**src/sv/lasq_pkg.sv**
```systemverilog
// ----------------------------------------------------------------------------
// lasq_pkg
// shared constants, controller states and control/status bundles for the
// longest arithmetic subsequence core
// ----------------------------------------------------------------------------
package lasq_pkg;

  localparam int DEF_MAX_ITEMS  = 64;
  localparam int DEF_VALUE_BITS = 16;
  localparam int IN_VALUE_W     = 16;
  localparam int IN_DATA_W      = 16;
  localparam int BEST_W         = 7;
  localparam int OUT_DATA_W     = 8;
  localparam int START_LEN      = 2;

  typedef enum logic [3:0] {
    ST_IDLE,
    ST_CHECK,
    ST_RD_J,
    ST_LD_J,
    ST_SEARCH,
    ST_LD_P,
    ST_WR_P,
    ST_INC,
    ST_FIN
  } lasq_state_t;

  typedef struct packed {
    logic capture;
    logic store;
    logic set_ovf;
    logic rd_j;
    logic ld_j;
    logic k_step;
    logic p_rd;
    logic no_match;
    logic wr_p;
    logic inc;
    logic fin_load;
  } lasq_cmd_t;

  typedef struct packed {
    logic full;
    logic count_zero;
    logic j_zero;
    logic j_last;
    logic k_zero;
    logic match;
    logic last;
    logic out_free;
  } lasq_sts_t;

endpackage

```
**src/sv/lasq_ctrl.sv**
```systemverilog
// ----------------------------------------------------------------------------
// lasq_ctrl
// sequencer: walks every earlier element j for the new item, then searches
// backward for a predecessor k of each pair
// ----------------------------------------------------------------------------
module lasq_ctrl
  import lasq_pkg::*;
(
  input  logic      clk,
  input  logic      rst_n,
  input  logic      in_tvalid,
  output logic      in_tready,
  input  lasq_sts_t sts,
  output lasq_cmd_t cmd
);

  lasq_state_t state_r, state_nxt;

  always_ff @(posedge clk) begin
    if (!rst_n) begin
      state_r <= ST_IDLE;
    end else begin
      state_r <= state_nxt;
    end
  end

  always_comb begin
    state_nxt = state_r;
    case (state_r)
      ST_IDLE: begin
        if (in_tvalid) state_nxt = ST_CHECK;
      end
      ST_CHECK: begin
        if (sts.full) begin
          state_nxt = sts.last ? ST_FIN : ST_IDLE;
        end else if (sts.count_zero) begin
          state_nxt = ST_INC;
        end else begin
          state_nxt = ST_RD_J;
        end
      end
      ST_RD_J: state_nxt = ST_LD_J;
      ST_LD_J: begin
        state_nxt = sts.j_zero ? ST_WR_P : ST_SEARCH;
      end
      ST_SEARCH: begin
        if (sts.match) begin
          state_nxt = ST_LD_P;
        end else if (sts.k_zero) begin
          state_nxt = ST_WR_P;
        end
      end
      ST_LD_P: state_nxt = ST_WR_P;
      ST_WR_P: begin
        state_nxt = sts.j_last ? ST_INC : ST_RD_J;
      end
      ST_INC: begin
        state_nxt = sts.last ? ST_FIN : ST_IDLE;
      end
      ST_FIN: begin
        if (sts.out_free) state_nxt = ST_IDLE;
      end
      default: state_nxt = ST_IDLE;
    endcase
  end

  always_comb begin
    cmd       = '0;
    in_tready = 1'b0;
    case (state_r)
      ST_IDLE: begin
        in_tready   = 1'b1;
        cmd.capture = in_tvalid;
      end
      ST_CHECK: begin
        cmd.set_ovf = sts.full;
        cmd.store   = !sts.full;
      end
      ST_RD_J: cmd.rd_j = 1'b1;
      ST_LD_J: cmd.ld_j = 1'b1;
      ST_SEARCH: begin
        if (sts.match) begin
          cmd.p_rd = 1'b1;
        end else if (sts.k_zero) begin
          cmd.no_match = 1'b1;
        end else begin
          cmd.k_step = 1'b1;
        end
      end
      ST_LD_P: ;
      ST_WR_P: cmd.wr_p = 1'b1;
      ST_INC:  cmd.inc  = 1'b1;
      ST_FIN:  cmd.fin_load = sts.out_free;
      default: ;
    endcase
  end

endmodule

```
**config.mk**
```make
export PLATFORM = sky130hd
export DESIGN_NAME = lasq_ctrl
export DESIGN_NICKNAME = d
export VERILOG_FILES = /design/src/sv/lasq_pkg.sv /design/src/sv/lasq_ctrl.sv
export SDC_FILE = /design/constraint.sdc
export NUM_CORES = 1
export LEC_CHECK = 0
export BUFFER_PORTS_ARGS = -buffer_cell sky130_fd_sc_hd__buf_2
export CAP_MARGIN = 10
export CORE_AREA = 8 8 45 47
export CTS_CLUSTER_DIAMETER = 80
export DETAILED_ROUTE_END_ITERATION = 10
export DIE_AREA = 0 0 53 55
export HOLD_SLACK_MARGIN = 0.08
export PLACE_DENSITY = 0.69
export SYNTH_ARGS = -nofsm -noshare
export SYNTH_HDL_FRONTEND = slang
export SYNTH_SLANG_ARGS = --single-unit
```
**constraint.sdc**
```tcl
create_clock -name clk -period 1.9 [get_ports clk]
set_input_delay 0.095 -clock clk [delete_from_list [all_inputs] [get_ports clk]]
set_output_delay 0.095 -clock clk [all_outputs]
set_load 0.01 [all_outputs]
```
==> qor.csv, run 1 <==
stage,metric,value,unit
outcome,status,"finished, final reports clean",
detailed_routing,route.detailed.drc,0,
sta,rsz0062_at_grt,no,
synthesis,synthCells,48,
power_and_ir_drop,pwr-share-clk,30.2,%
clock_tree,postCtsHoldBufs,0,
floorplan,row_count,14,
clock_tree,cts_setup_buffers,0,
layout,area.sequential,80.08,sq um
power_and_ir_drop,switchingPower,118.1,uW
synthesis,ys_warn_count,0,
detailed_routing,via_per_inst,5.212,
power_and_ir_drop,power_density,671.7,mW/mm^2
worst_setup_path,critPathLaunch,state_r[2],
clock_tree,clk_pin_slew,0.04,ns
worst_setup_path,endpoint,cmd[5],
floorplan,fp.coreArea,0.001384,sq mm
clock_tree,cts-root-buf,clkbuf_4,
layout,reg.largest.list,state_r x4,
synthesis,synth_top_area_cell,dfxtp_1,
layout,mostFrequentLayoutCell,buf_2,
clock_tree,cts_tree,built,
power_and_ir_drop,p_leak,0.2488,nW
detailed_routing,post_drt_wl_per_cell,12.81,um
synthesis,synth-seq-cells,4,
floorplan,die-width,53,um
synthesis,avgSynthCellArea,8.289,sq um
power_and_ir_drop,internal_power,225.6,uW
worst_setup_path,arrival,1.48,ns
detailed_routing,finalWirelength,1.089,mm
run,maxCapViolations,0,
sta,setup_viol,0,
synthesis,synth_area,397.9,sq um
global_route,antenna_found_initial,0,
detailed_routing,postRouteAntennaNets,0,
detailed_routing,drt-pass1-iter-count,4,
worst_setup_path,crit_path_end_kind,output port,
floorplan,io_pins,23,
sta,finalMaxSlewViolations,0,
clock_tree,clock_path_buffers,2,
layout,regMostFlops,state_r,
worst_setup_path,rr_startpoint,state_r[2],
clock_tree,cts_max_level,1,
power_and_ir_drop,pwr-share-comb,34.8,%
clock_tree,cts_resized,0,
detailed_routing,vias,443,
clock_tree,cts_buffers,3,
worst_setup_path,cp.required,1.80,ns
sta,fin_skew,0.004768,ns
place,gp_congestion,0.7819,
detailed_routing,drt_iter0_markers,15,
place,dpl-instance-area,489.2,sq um
sta,fin_crit_sh,82.81,%
global_route,grt-ovfl-total,0,
layout,diodes,0,
layout,nFillCells,142,
clock_tree,clkLatencyLatePin,0.23,ns
place,detailed_place_hpwl,920.6,um
sta,slew_headroom,71.33,%
worst_setup_path,startpoint_type,register,
worst_setup_path,rr_endpoint,state_r[2],
worst_setup_path,crit_path_max_fanout,10,
global_route,grt_max_degree,14,
layout,nets,82,
sta,tightest_slew,0.4295,ns
floorplan,start_util,28.75,%
worst_setup_path,rr_worst_depth,4,
sta,min_period,1.573,ns
power_and_ir_drop,power_switching_share,34.37,%
power_and_ir_drop,sequentialPowerShare,35.0,%
synthesis,synth.distinct_cells,30,
sta,max_freq,635.6,MHz
sta,final.setup.tns,0,ns
layout,multi_input_area,267.8,sq um
power_and_ir_drop,vdd_drop_max,0.0005224,V
sta,finalHoldViolations,0,
worst_hold_path,hold_class,input port to register,
floorplan,die_h,55,um
layout,syn2layout_area_growth,28.62,%
global_route,grtUsageTotal,7.474,%
floorplan,die-area,0.002915,sq mm
layout,largest_reg_flops,4,
layout,fin_area,511.7,sq um
worst_setup_path,r2r_setup_slack,0.51,ns
synthesis,synth.area.top_cells,"dfxtp_1 (20%), buf_6 (8.5%), nand2b_1 (4.7%), and4bb_4 (4.1%), a21oi_1 (3.8%)",
global_route,grt_pass1_wl,1.669,mm
synthesis,syn_nets,59,
synthesis,synth_top_area_share,20.13,%
synthesis,ys_seq_area_share,20.13,%
global_route,grt_pass1_vias,393,
place,port_buffers,22,
layout,drive_above_1_share,46.38,%
clock_tree,cts.sinks,4,
worst_setup_path,worstSetupPathType,register to output port,
layout,layout_common_cells,"buf_2 (22), nand2_1 (4), dfxtp_1 (4)",
==> layout make-up <==
class | count | area share, %
Timing Repair Buffer | 22 | 21.52
Inverter | 3 | 2.200
Tap cell | 16 | 3.912
Clock buffer | 3 | 4.401
Sequential cell | 4 | 15.65
Multi-Input combinational cell | 37 | 52.32
==> stage by stage <==
step / hold WS, ns / setup slack (ns) / total power [mW] / util (%) / cells
floorplan: 0.2167 / 0.6363 / 0.2085 / - / 48
global placement: 0.3324 / 0.5617 / 0.2417 / 35.35 / 82
detailed placement: 0.3350 / 0.5182 / 0.2426 / 35.35 / 82
CTS: 0.09287 / 0.3223 / 0.3490 / 36.98 / 85
global route: 0.1174 / 0.2456 / 0.3704 / 36.98 / 85
finish: 0.09724 / 0.3266 / 0.3437 / 36.98 / 85
==> worst min-delay path by stage <==
stage / from / endpoint / slack, ns / cells past startpoint
6_report: rst_n / state_r[3] / 0.1 / 2
5_1_grt: rst_n / state_r[3] / 0.12 / 2
4_1_cts: rst_n / state_r[3] / 0.09 / 2
3_5_place_dp: rst_n / state_r[3] / 0.33 / 2
3_3_place_gp: rst_n / state_r[3] / 0.33 / 2
2_1_floorplan: rst_n / state_r[3] / 0.22 / 1
==> power by group through the flow <==
stage / Clock, mW / Combinational [mW] / Sequential [mW]
2_1_floorplan: 0 / 0.110 / 0.0982
3_3_place_gp: 0 / 0.121 / 0.121
3_5_place_dp: 0 / 0.121 / 0.121
4_1_cts: 0.107 / 0.122 / 0.120
5_1_grt: 0.113 / 0.134 / 0.124
6_report: 0.104 / 0.120 / 0.120
==> cell usage after synthesis <==
cell and n:
and4bb_4 1, dfxtp_1 4, o32ai_1 1, nor2b_1 1, a221oi_1 1, nor2_2 2, nor4_1 1, nand2b_4 1
nand2_1 4, a21boi_0 1, buf_6 3, nor3_2 1, nor4b_1 1, buf_2 1, nand3_1 1, and2_1 2
mux2i_1 1, a222oi_1 1, nor2_1 1, inv_1 3, a211oi_1 1, nor3_1 3, and4b_1 1, nor3b_2 1
and3_1 1, and2b_1 1, o21bai_1 1, nand2b_1 3, a21oi_1 3, nor4_2 1
==> worst max-delay path, stage by stage (launching register included) <==
cell and delay, ns:
dfxtp_1 0.57, nand2b_4 0.11, nor4_2 0.22, and2b_1 0.21
buf_2 0.14
==> layer usage <==
layer / GRT usage [%] / wire length [um]
met2: 14.06 / 605
met3: 4.011 / 77
met1: 7.564 / 407
met5: 0 / 0
met4: 0 / 0
==> logic make-up (layout without fill, tap and decap cells) <==
| kind of cell | count (synthesis) | count (layout) | share of synthesized area (%) |
|---|---|---|---|
| and+or+nand+nor | 27 | 27 | 48.43 |
| AOI/OAI and AO/OA | 9 | 9 | 16.35 |
| buffers and inverters | 7 | 28 | 12.58 |
| DFF | 4 | 4 | 20.13 |
| muxes | 1 | 1 | 2.516 |
Power figures use the tool's default switching activity.
==> inputs of run 2 (changes only) <==
==> constraint.sdc (replaced) <==
create_clock -name clk -period 1.6 [get_ports clk]
set_input_delay 0.08 -clock clk [delete_from_list [all_inputs] [get_ports clk]]
set_output_delay 0.08 -clock clk [all_outputs]
set_load 0.01 [all_outputs]
==> qor.csv, run 2 (synthesized netlist as in run 1, its figures left out) <==
stage,metric,value,unit,change
worst_setup_path,cp_cell_sequence,nand2_1 > nor3_1 > buf_2,,was nand2b_4 > nor4_2 > and2b_1 > buf_2
global_route,antenna_found_initial,0,,unchanged
floorplan,row_count,14,,unchanged
worst_hold_path,hold_class,input port to register,,unchanged
layout,nets,83,,was 82
worst_setup_path,crit_path_max_fanout,13,,was 10
sta,finalHoldViolations,0,,unchanged
layout,drive_above_1_share,47.14,%,was 46.38%
layout,syn2layout_area_growth,31.45,%,was 28.62%
detailed_routing,route.detailed.drc,0,,unchanged
global_route,grt_max_degree,14,,unchanged
detailed_routing,drt_iter0_markers,13,,was 15
sta,fin_crit_sh,89.93,%,
clock_tree,cts_tree,built,,unchanged
place,detailed_place_hpwl,900.4,um,was 920.6 um
worst_setup_path,max_stage_delay,0.57,ns,about the same
worst_setup_path,crit_path_end_kind,output port,,unchanged
outcome,status,"finished, final reports clean",,unchanged
detailed_routing,drt-pass1-iter-count,4,,unchanged
sta,final.setup.tns,0,ns,unchanged
detailed_routing,via_per_inst,5.000,,was 5.212
clock_tree,cts_setup_buffers,0,,unchanged
worst_setup_path,crit_path_top_delay_cell,dfxtp_1,,unchanged
clock_tree,cts_buffers,3,,unchanged
power_and_ir_drop,vdd_drop_max,0.0004696,V,was 0.0005224 V
worst_setup_path,worstSetupPathType,register to output port,,unchanged
worst_setup_path,rr_startpoint,state_r[1],,was state_r[2]
worst_setup_path,arrival,1.36,ns,was 1.48 ns
floorplan,die_h,55,um,unchanged
global_route,grt_pass1_vias,396,,was 393
clock_tree,cts.sinks,4,,unchanged
power_and_ir_drop,p_leak,0.2534,nW,was 0.2488 nW
sta,min_period,1.439,ns,
layout,regMostFlops,state_r,,unchanged
detailed_routing,postRouteAntennaNets,0,,unchanged
worst_hold_path,holdCritStartpoint,sts[3],,was rst_n
worst_setup_path,critPathLaunch,state_r[1],,was state_r[2]
floorplan,io_pins,23,,unchanged
sta,tightest_slew,0.4332,ns,was 0.4295 ns
floorplan,die-width,53,um,unchanged
global_route,grt-ovfl-total,0,,unchanged
worst_setup_path,startpoint_type,register,,unchanged
clock_tree,clkLatencyLatePin,0.23,ns,about the same
detailed_routing,finalWirelength,1.088,mm,was 1.089 mm
sta,finalMaxSlewViolations,0,,unchanged
global_route,grt_pass1_wl,1.600,mm,was 1.669 mm
clock_tree,cts-root-buf,clkbuf_4,,unchanged
layout,largest_reg_flops,4,,unchanged
sta,rsz0062_at_grt,no,,unchanged
power_and_ir_drop,power_density,784.7,mW/mm^2,was 671.7 mW/mm^2
layout,reg.largest.list,state_r x4,,unchanged
floorplan,start_util,28.75,%,unchanged
clock_tree,clock_path_buffers,2,,unchanged
power_and_ir_drop,p_total,410.4,uW,was 343.7 uW
sta,max_freq,695.0,MHz,
sta,fin_skew,0.005339,ns,was 0.004768 ns
global_route,grtUsageTotal,7.256,%,was 7.474%
worst_setup_path,cp.required,1.52,ns,was 1.80 ns
layout,diodes,0,,unchanged
floorplan,die-area,0.002915,sq mm,unchanged
layout,mostFrequentLayoutCell,buf_2,,unchanged
sta,setup_viol,0,,unchanged
detailed_routing,vias,430,,was 443
layout,layout_common_cells,"buf_2 (22), nand2_1 (4)",,"was buf_2 (22), nand2_1 (4), dfxtp_1 (4)"
detailed_routing,post_drt_wl_per_cell,12.65,um,was 12.81 um
sta,slew_headroom,71.08,%,was 71.33%
clock_tree,cts_max_level,1,,unchanged
run,maxCapViolations,0,,unchanged
layout,nFillCells,154,,was 142
place,gp_congestion,0.7812,,was 0.7819
floorplan,fp.coreArea,0.001384,sq mm,unchanged
place,port_buffers,22,,unchanged
clock_tree,clk_pin_slew,0.03,ns,was 0.04 ns
[run 2: cell types whose count changed in the layout (fill, tap and decap cells not counted)]
cell,before,now
dfxtp_1,4,3
dfxtp_2,0,1
dlygate4sd3_1,0,1
[run 2: final cells by class]
type | count | area, sq um | area share [%]
well taps | 16 | 20.02 | 3.828
clock buffers | 3 | 22.52 | 4.306
inverters | 3 | 11.26 | 2.153
multi-input cells | 37 | 267.8 | 51.20
flip-flops and latches | 4 | 81.33 | 15.55
repair buffers | 23 | 120.1 | 22.97
[run 2: path summary, 6_finish.rpt]
check                           slack (ns)    endpoint  cells past startpoint
worst max register to register        0.28  state_r[2]                      3
worst min-delay path                  0.13  state_r[1]                      3
worst max-delay path                  0.16      cmd[6]                      3
worst min register to register        0.70  state_r[2]                      3
[run 2: where the power goes]
part	switching, mW	internal, mW
clock network	0.0384	0.0836
registers	0.0323	0.112
logic	0.0698	0.0748
[run 2: repair_timing]
item	4_1_cts	5_1_grt
gates resized for setup	0	1
hold buffers	1	0
setup endpoints to repair	0	3
endpoints found under the hold margin	1	0
[run 2: metal layers]
| metal | up-vias | global-route usage (%) | routed length [um] |
|---|---|---|---|
| met1 | 199 | 6.808 | 411 |
| met5 | - | 0 | 0 |
| met4 | 0 | 1.293 | 0 |
| li1 | 219 | - | - |
| met3 | 0 | 4.545 | 85 |
| met2 | 12 | 13.28 | 592 |
[run 2: worst max-delay path: cells and delay by family (launching register included)]
family / cells / cell delay, ns
buffers and inverters: 1 / 0.17
flip-flops: 1 / 0.57
AND/OR/NAND/NOR: 2 / 0.38
[run 2: through the flow]
| step | cell area [sq um] | hold WS [ns] | std cells | setup WS (ns) | util, % |
|---|---|---|---|---|---|
| 2_1_floorplan | 397.9 | 0.2017 | 48 | 0.3513 | - |
| 3_3_place_gp | 489.2 | 0.3178 | 82 | 0.2602 | 35.35 |
| 3_5_place_dp | 489.2 | 0.3167 | 82 | 0.2583 | 35.35 |
| 4_1_cts | 521.8 | 0.1311 | 86 | 0.07018 | 37.70 |
| 5_1_grt | 523.0 | 0.1368 | 86 | 0.09219 | 37.79 |
| 6_report | 523.0 | 0.1337 | 86 | 0.1611 | 37.79 |
==> inputs of run 3 (changes only) <==
--- a/config.mk
+++ b/config.mk
@@ -7,12 +7,13 @@
 export LEC_CHECK = 0
 export BUFFER_PORTS_ARGS = -buffer_cell sky130_fd_sc_hd__buf_2
 export CAP_MARGIN = 10
-export CORE_AREA = 8 8 45 47
+export CELL_PAD_IN_SITES_DETAIL_PLACEMENT = 0
+export CELL_PAD_IN_SITES_GLOBAL_PLACEMENT = 2
+export CORE_UTILIZATION = 21
 export CTS_CLUSTER_DIAMETER = 80
 export DETAILED_ROUTE_END_ITERATION = 10
-export DIE_AREA = 0 0 53 55
 export HOLD_SLACK_MARGIN = 0.08
-export PLACE_DENSITY = 0.69
+export PLACE_DENSITY = 0.85
 export SYNTH_ARGS = -nofsm -noshare
 export SYNTH_HDL_FRONTEND = slang
 export SYNTH_SLANG_ARGS = --single-unit
==> qor.csv, run 3 (synthesized netlist as in run 1, its figures left out) <==
stage,metric,value,unit,change
outcome,status,"finished, final reports clean",,unchanged
clock_tree,clock_path_buffers,2,,unchanged
global_route,antenna_found_initial,0,,unchanged
power_and_ir_drop,p_leak,0.2534,nW,unchanged
worst_setup_path,path_delay_family,simple AND/OR/NAND/NOR gates,,was flip-flops
worst_setup_path,crit_path_end_kind,output port,,unchanged
power_and_ir_drop,internal_power,270.1,uW,was 269.9 uW
layout,layout_common_cells,"buf_2 (22), nand2_1 (4)",,unchanged
clock_tree,cts-root-buf,clkbuf_4,,unchanged
power_and_ir_drop,power_switching_share,35.03,%,was 34.23%
detailed_routing,post_drt_wl_per_cell,10.94,um,was 12.65 um
layout,regMostFlops,state_r,,unchanged
detailed_routing,via_per_inst,4.779,,was 5.000
worst_setup_path,rr_worst_depth,3,,unchanged
floorplan,row_count,15,,was 14
worst_setup_path,rr_endpoint,state_r[2],,unchanged
floorplan,io_pins,23,,unchanged
floorplan,die-width,45.53,um,was 53 um
clock_tree,cts.sinks,4,,unchanged
worst_setup_path,rr_startpoint,state_r[1],,unchanged
layout,diodes,0,,unchanged
clock_tree,cts_setup_buffers,0,,unchanged
worst_hold_path,holdCritStartpoint,sts[3],,unchanged
detailed_routing,route.detailed.drc,0,,unchanged
worst_hold_path,whs_path_depth,3,,unchanged
power_and_ir_drop,pwr-share-comb,35.1,%,was 35.2%
clock_tree,cts_tree,built,,unchanged
sta,tightest_slew,0.4445,ns,was 0.4332 ns
sta,finalMaxSlewViolations,0,,unchanged
sta,max_freq,696.3,MHz,was 695.0 MHz
global_route,grt_max_degree,14,,unchanged
sta,fin_skew,0.004050,ns,was 0.005339 ns
worst_setup_path,crit_path_max_fanout,10,,was 13
power_and_ir_drop,vdd_drop_max,0.0002484,V,was 0.0004696 V
layout,syn2layout_area_growth,34.28,%,was 31.45%
global_route,grt-ovfl-total,0,,unchanged
clock_tree,clk_pin_slew,0.04,ns,was 0.03 ns
power_and_ir_drop,power_density,778.1,mW/mm^2,was 784.7 mW/mm^2
worst_setup_path,cp_cell_sequence,nand2b_4 > nor4_2 > and2b_1 > buf_2,,was nand2_1 > nor3_1 > buf_2
place,port_buffers,22,,unchanged
place,detailed_place_hpwl,804.7,um,was 900.4 um
sta,setup_viol,0,,unchanged
floorplan,start_util,22.80,%,was 28.75%
power_and_ir_drop,sequentialPowerShare,34.9,%,was 35.0%
clock_tree,cts_buffers,3,,unchanged
sta,hold_ws,0.1239,ns,was 0.1337 ns
global_route,grtUsageTotal,11.13,%,was 7.256%
clock_tree,clkLatencyLatePin,0.23,ns,about the same
floorplan,die-area,0.002073,sq mm,was 0.002915 sq mm
power_and_ir_drop,pwr-share-clk,30.0,%,was 29.7%
sta,min_period,1.436,ns,was 1.439 ns
sta,final.setup.tns,0,ns,unchanged
global_route,grt_pass1_wl,1.628,mm,was 1.600 mm
layout,mostFrequentLayoutCell,buf_2,,unchanged
worst_setup_path,critPathLaunch,state_r[3],,was state_r[1]
power_and_ir_drop,switchingPower,145.6,uW,was 140.5 uW
layout,nets,83,,unchanged
worst_setup_path,startpoint_type,register,,unchanged
layout,drive_above_1_share,47.14,%,unchanged
worst_setup_path,cp_num_buf_inv,1,,unchanged
clock_tree,cts_max_level,1,,unchanged
detailed_routing,postRouteAntennaNets,0,,unchanged
detailed_routing,vias,454,,was 430
detailed_routing,finalWirelength,1.039,mm,was 1.088 mm
worst_setup_path,crit_path_top_delay_cell,dfxtp_1,,unchanged
detailed_routing,drt_iter0_markers,16,,was 13
global_route,grt_pass1_vias,382,,was 396
run,maxCapViolations,0,,unchanged
worst_setup_path,r2r_setup_slack,0.21,ns,was 0.28 ns
place,gp_congestion,0.8224,,was 0.7812
sta,finalHoldViolations,0,,unchanged
layout,largest_reg_flops,4,,unchanged
detailed_routing,drt-pass1-iter-count,5,,was 4
layout,nFillCells,205,,was 154
worst_setup_path,max_stage_delay,0.40,ns,was 0.57 ns
worst_setup_path,cp.required,1.52,ns,about the same
sta,slew_headroom,70.33,%,was 71.08%
worst_hold_path,whs_endpoint,state_r[1],,unchanged
sta,fin_crit_sh,89.76,%,was 89.93%
layout,reg.largest.list,state_r x4,,unchanged
worst_hold_path,hold_class,input port to register,,unchanged
floorplan,fp.coreArea,0.001745,sq mm,was 0.001384 sq mm
sta,rsz0062_at_grt,no,,unchanged
worst_setup_path,worstSetupPathType,register to output port,,unchanged
floorplan,die_h,45.53,um,was 55 um
worst_setup_path,arrival,1.36,ns,about the same
## run 3: worst min-delay path: stages
cell     delay [ns]
buf_2          0.10
nand2_1        0.06
a21oi_1        0.06
## run 3: what timing repair did
item / in CTS / in global routing
hold endpoints to repair: 1 / 0
endpoints found under the setup margin: 0 / 2
hold buffers: 1 / 0
resized for setup: 0 / 1
## run 3: worst max path at each step
stage / slack (ns) / to / depth (start not counted)
2_1_floorplan: 0.35 / cmd[10] / 3
3_3_place_gp: 0.24 / state_r[0] / 4
3_5_place_dp: 0.21 / state_r[2] / 4
4_1_cts: 0.07 / cmd[5] / 4
5_1_grt: 0.06 / cmd[6] / 3
6_report: 0.16 / cmd[5] / 4
## run 3: metrics by stage
stage,instances,instance area [sq um],setup slack [ns],power (mW),utilization [%]
after floorplan,48,397.9,0.3513,0.2476,-
after global placement,91,500.5,0.2436,0.2890,28.67
after detailed placement,91,500.5,0.2097,0.2895,28.67
after CTS,95,533.0,0.07056,0.4202,30.54
after global routing,95,534.3,0.06332,0.4534,30.61
final,95,534.3,0.1638,0.4157,30.61
## run 3: power groups by stage
stage / Combinational, mW / Clock [mW] / Sequential [mW]
floorplan: 0.131 / 0 / 0.117
global placement: 0.143 / 0 / 0.146
detailed placement: 0.144 / 0 / 0.145
CTS: 0.147 / 0.130 / 0.144
global route: 0.161 / 0.143 / 0.149
finish: 0.146 / 0.125 / 0.145
## run 3: cell type report
cell class	instances	area, sq um	area share, %
tap	25	31.28	5.855
inverter	3	11.26	2.108
multi-input combinational	37	267.8	50.12
clock buffer	3	22.52	4.215
sequential	4	81.33	15.22
timing repair buffer	23	120.1	22.48
## run 3: routing by layer
layer | up-vias | global-route usage, % | share of wire, %
li1 | 219 | - | -
met1 | 203 | 13.81 | 42
met2 | 32 | 17.14 | 47
met3 | 0 | 4.762 | 10
met4 | 0 | 3.636 | 0
met5 | - | 0 | 0
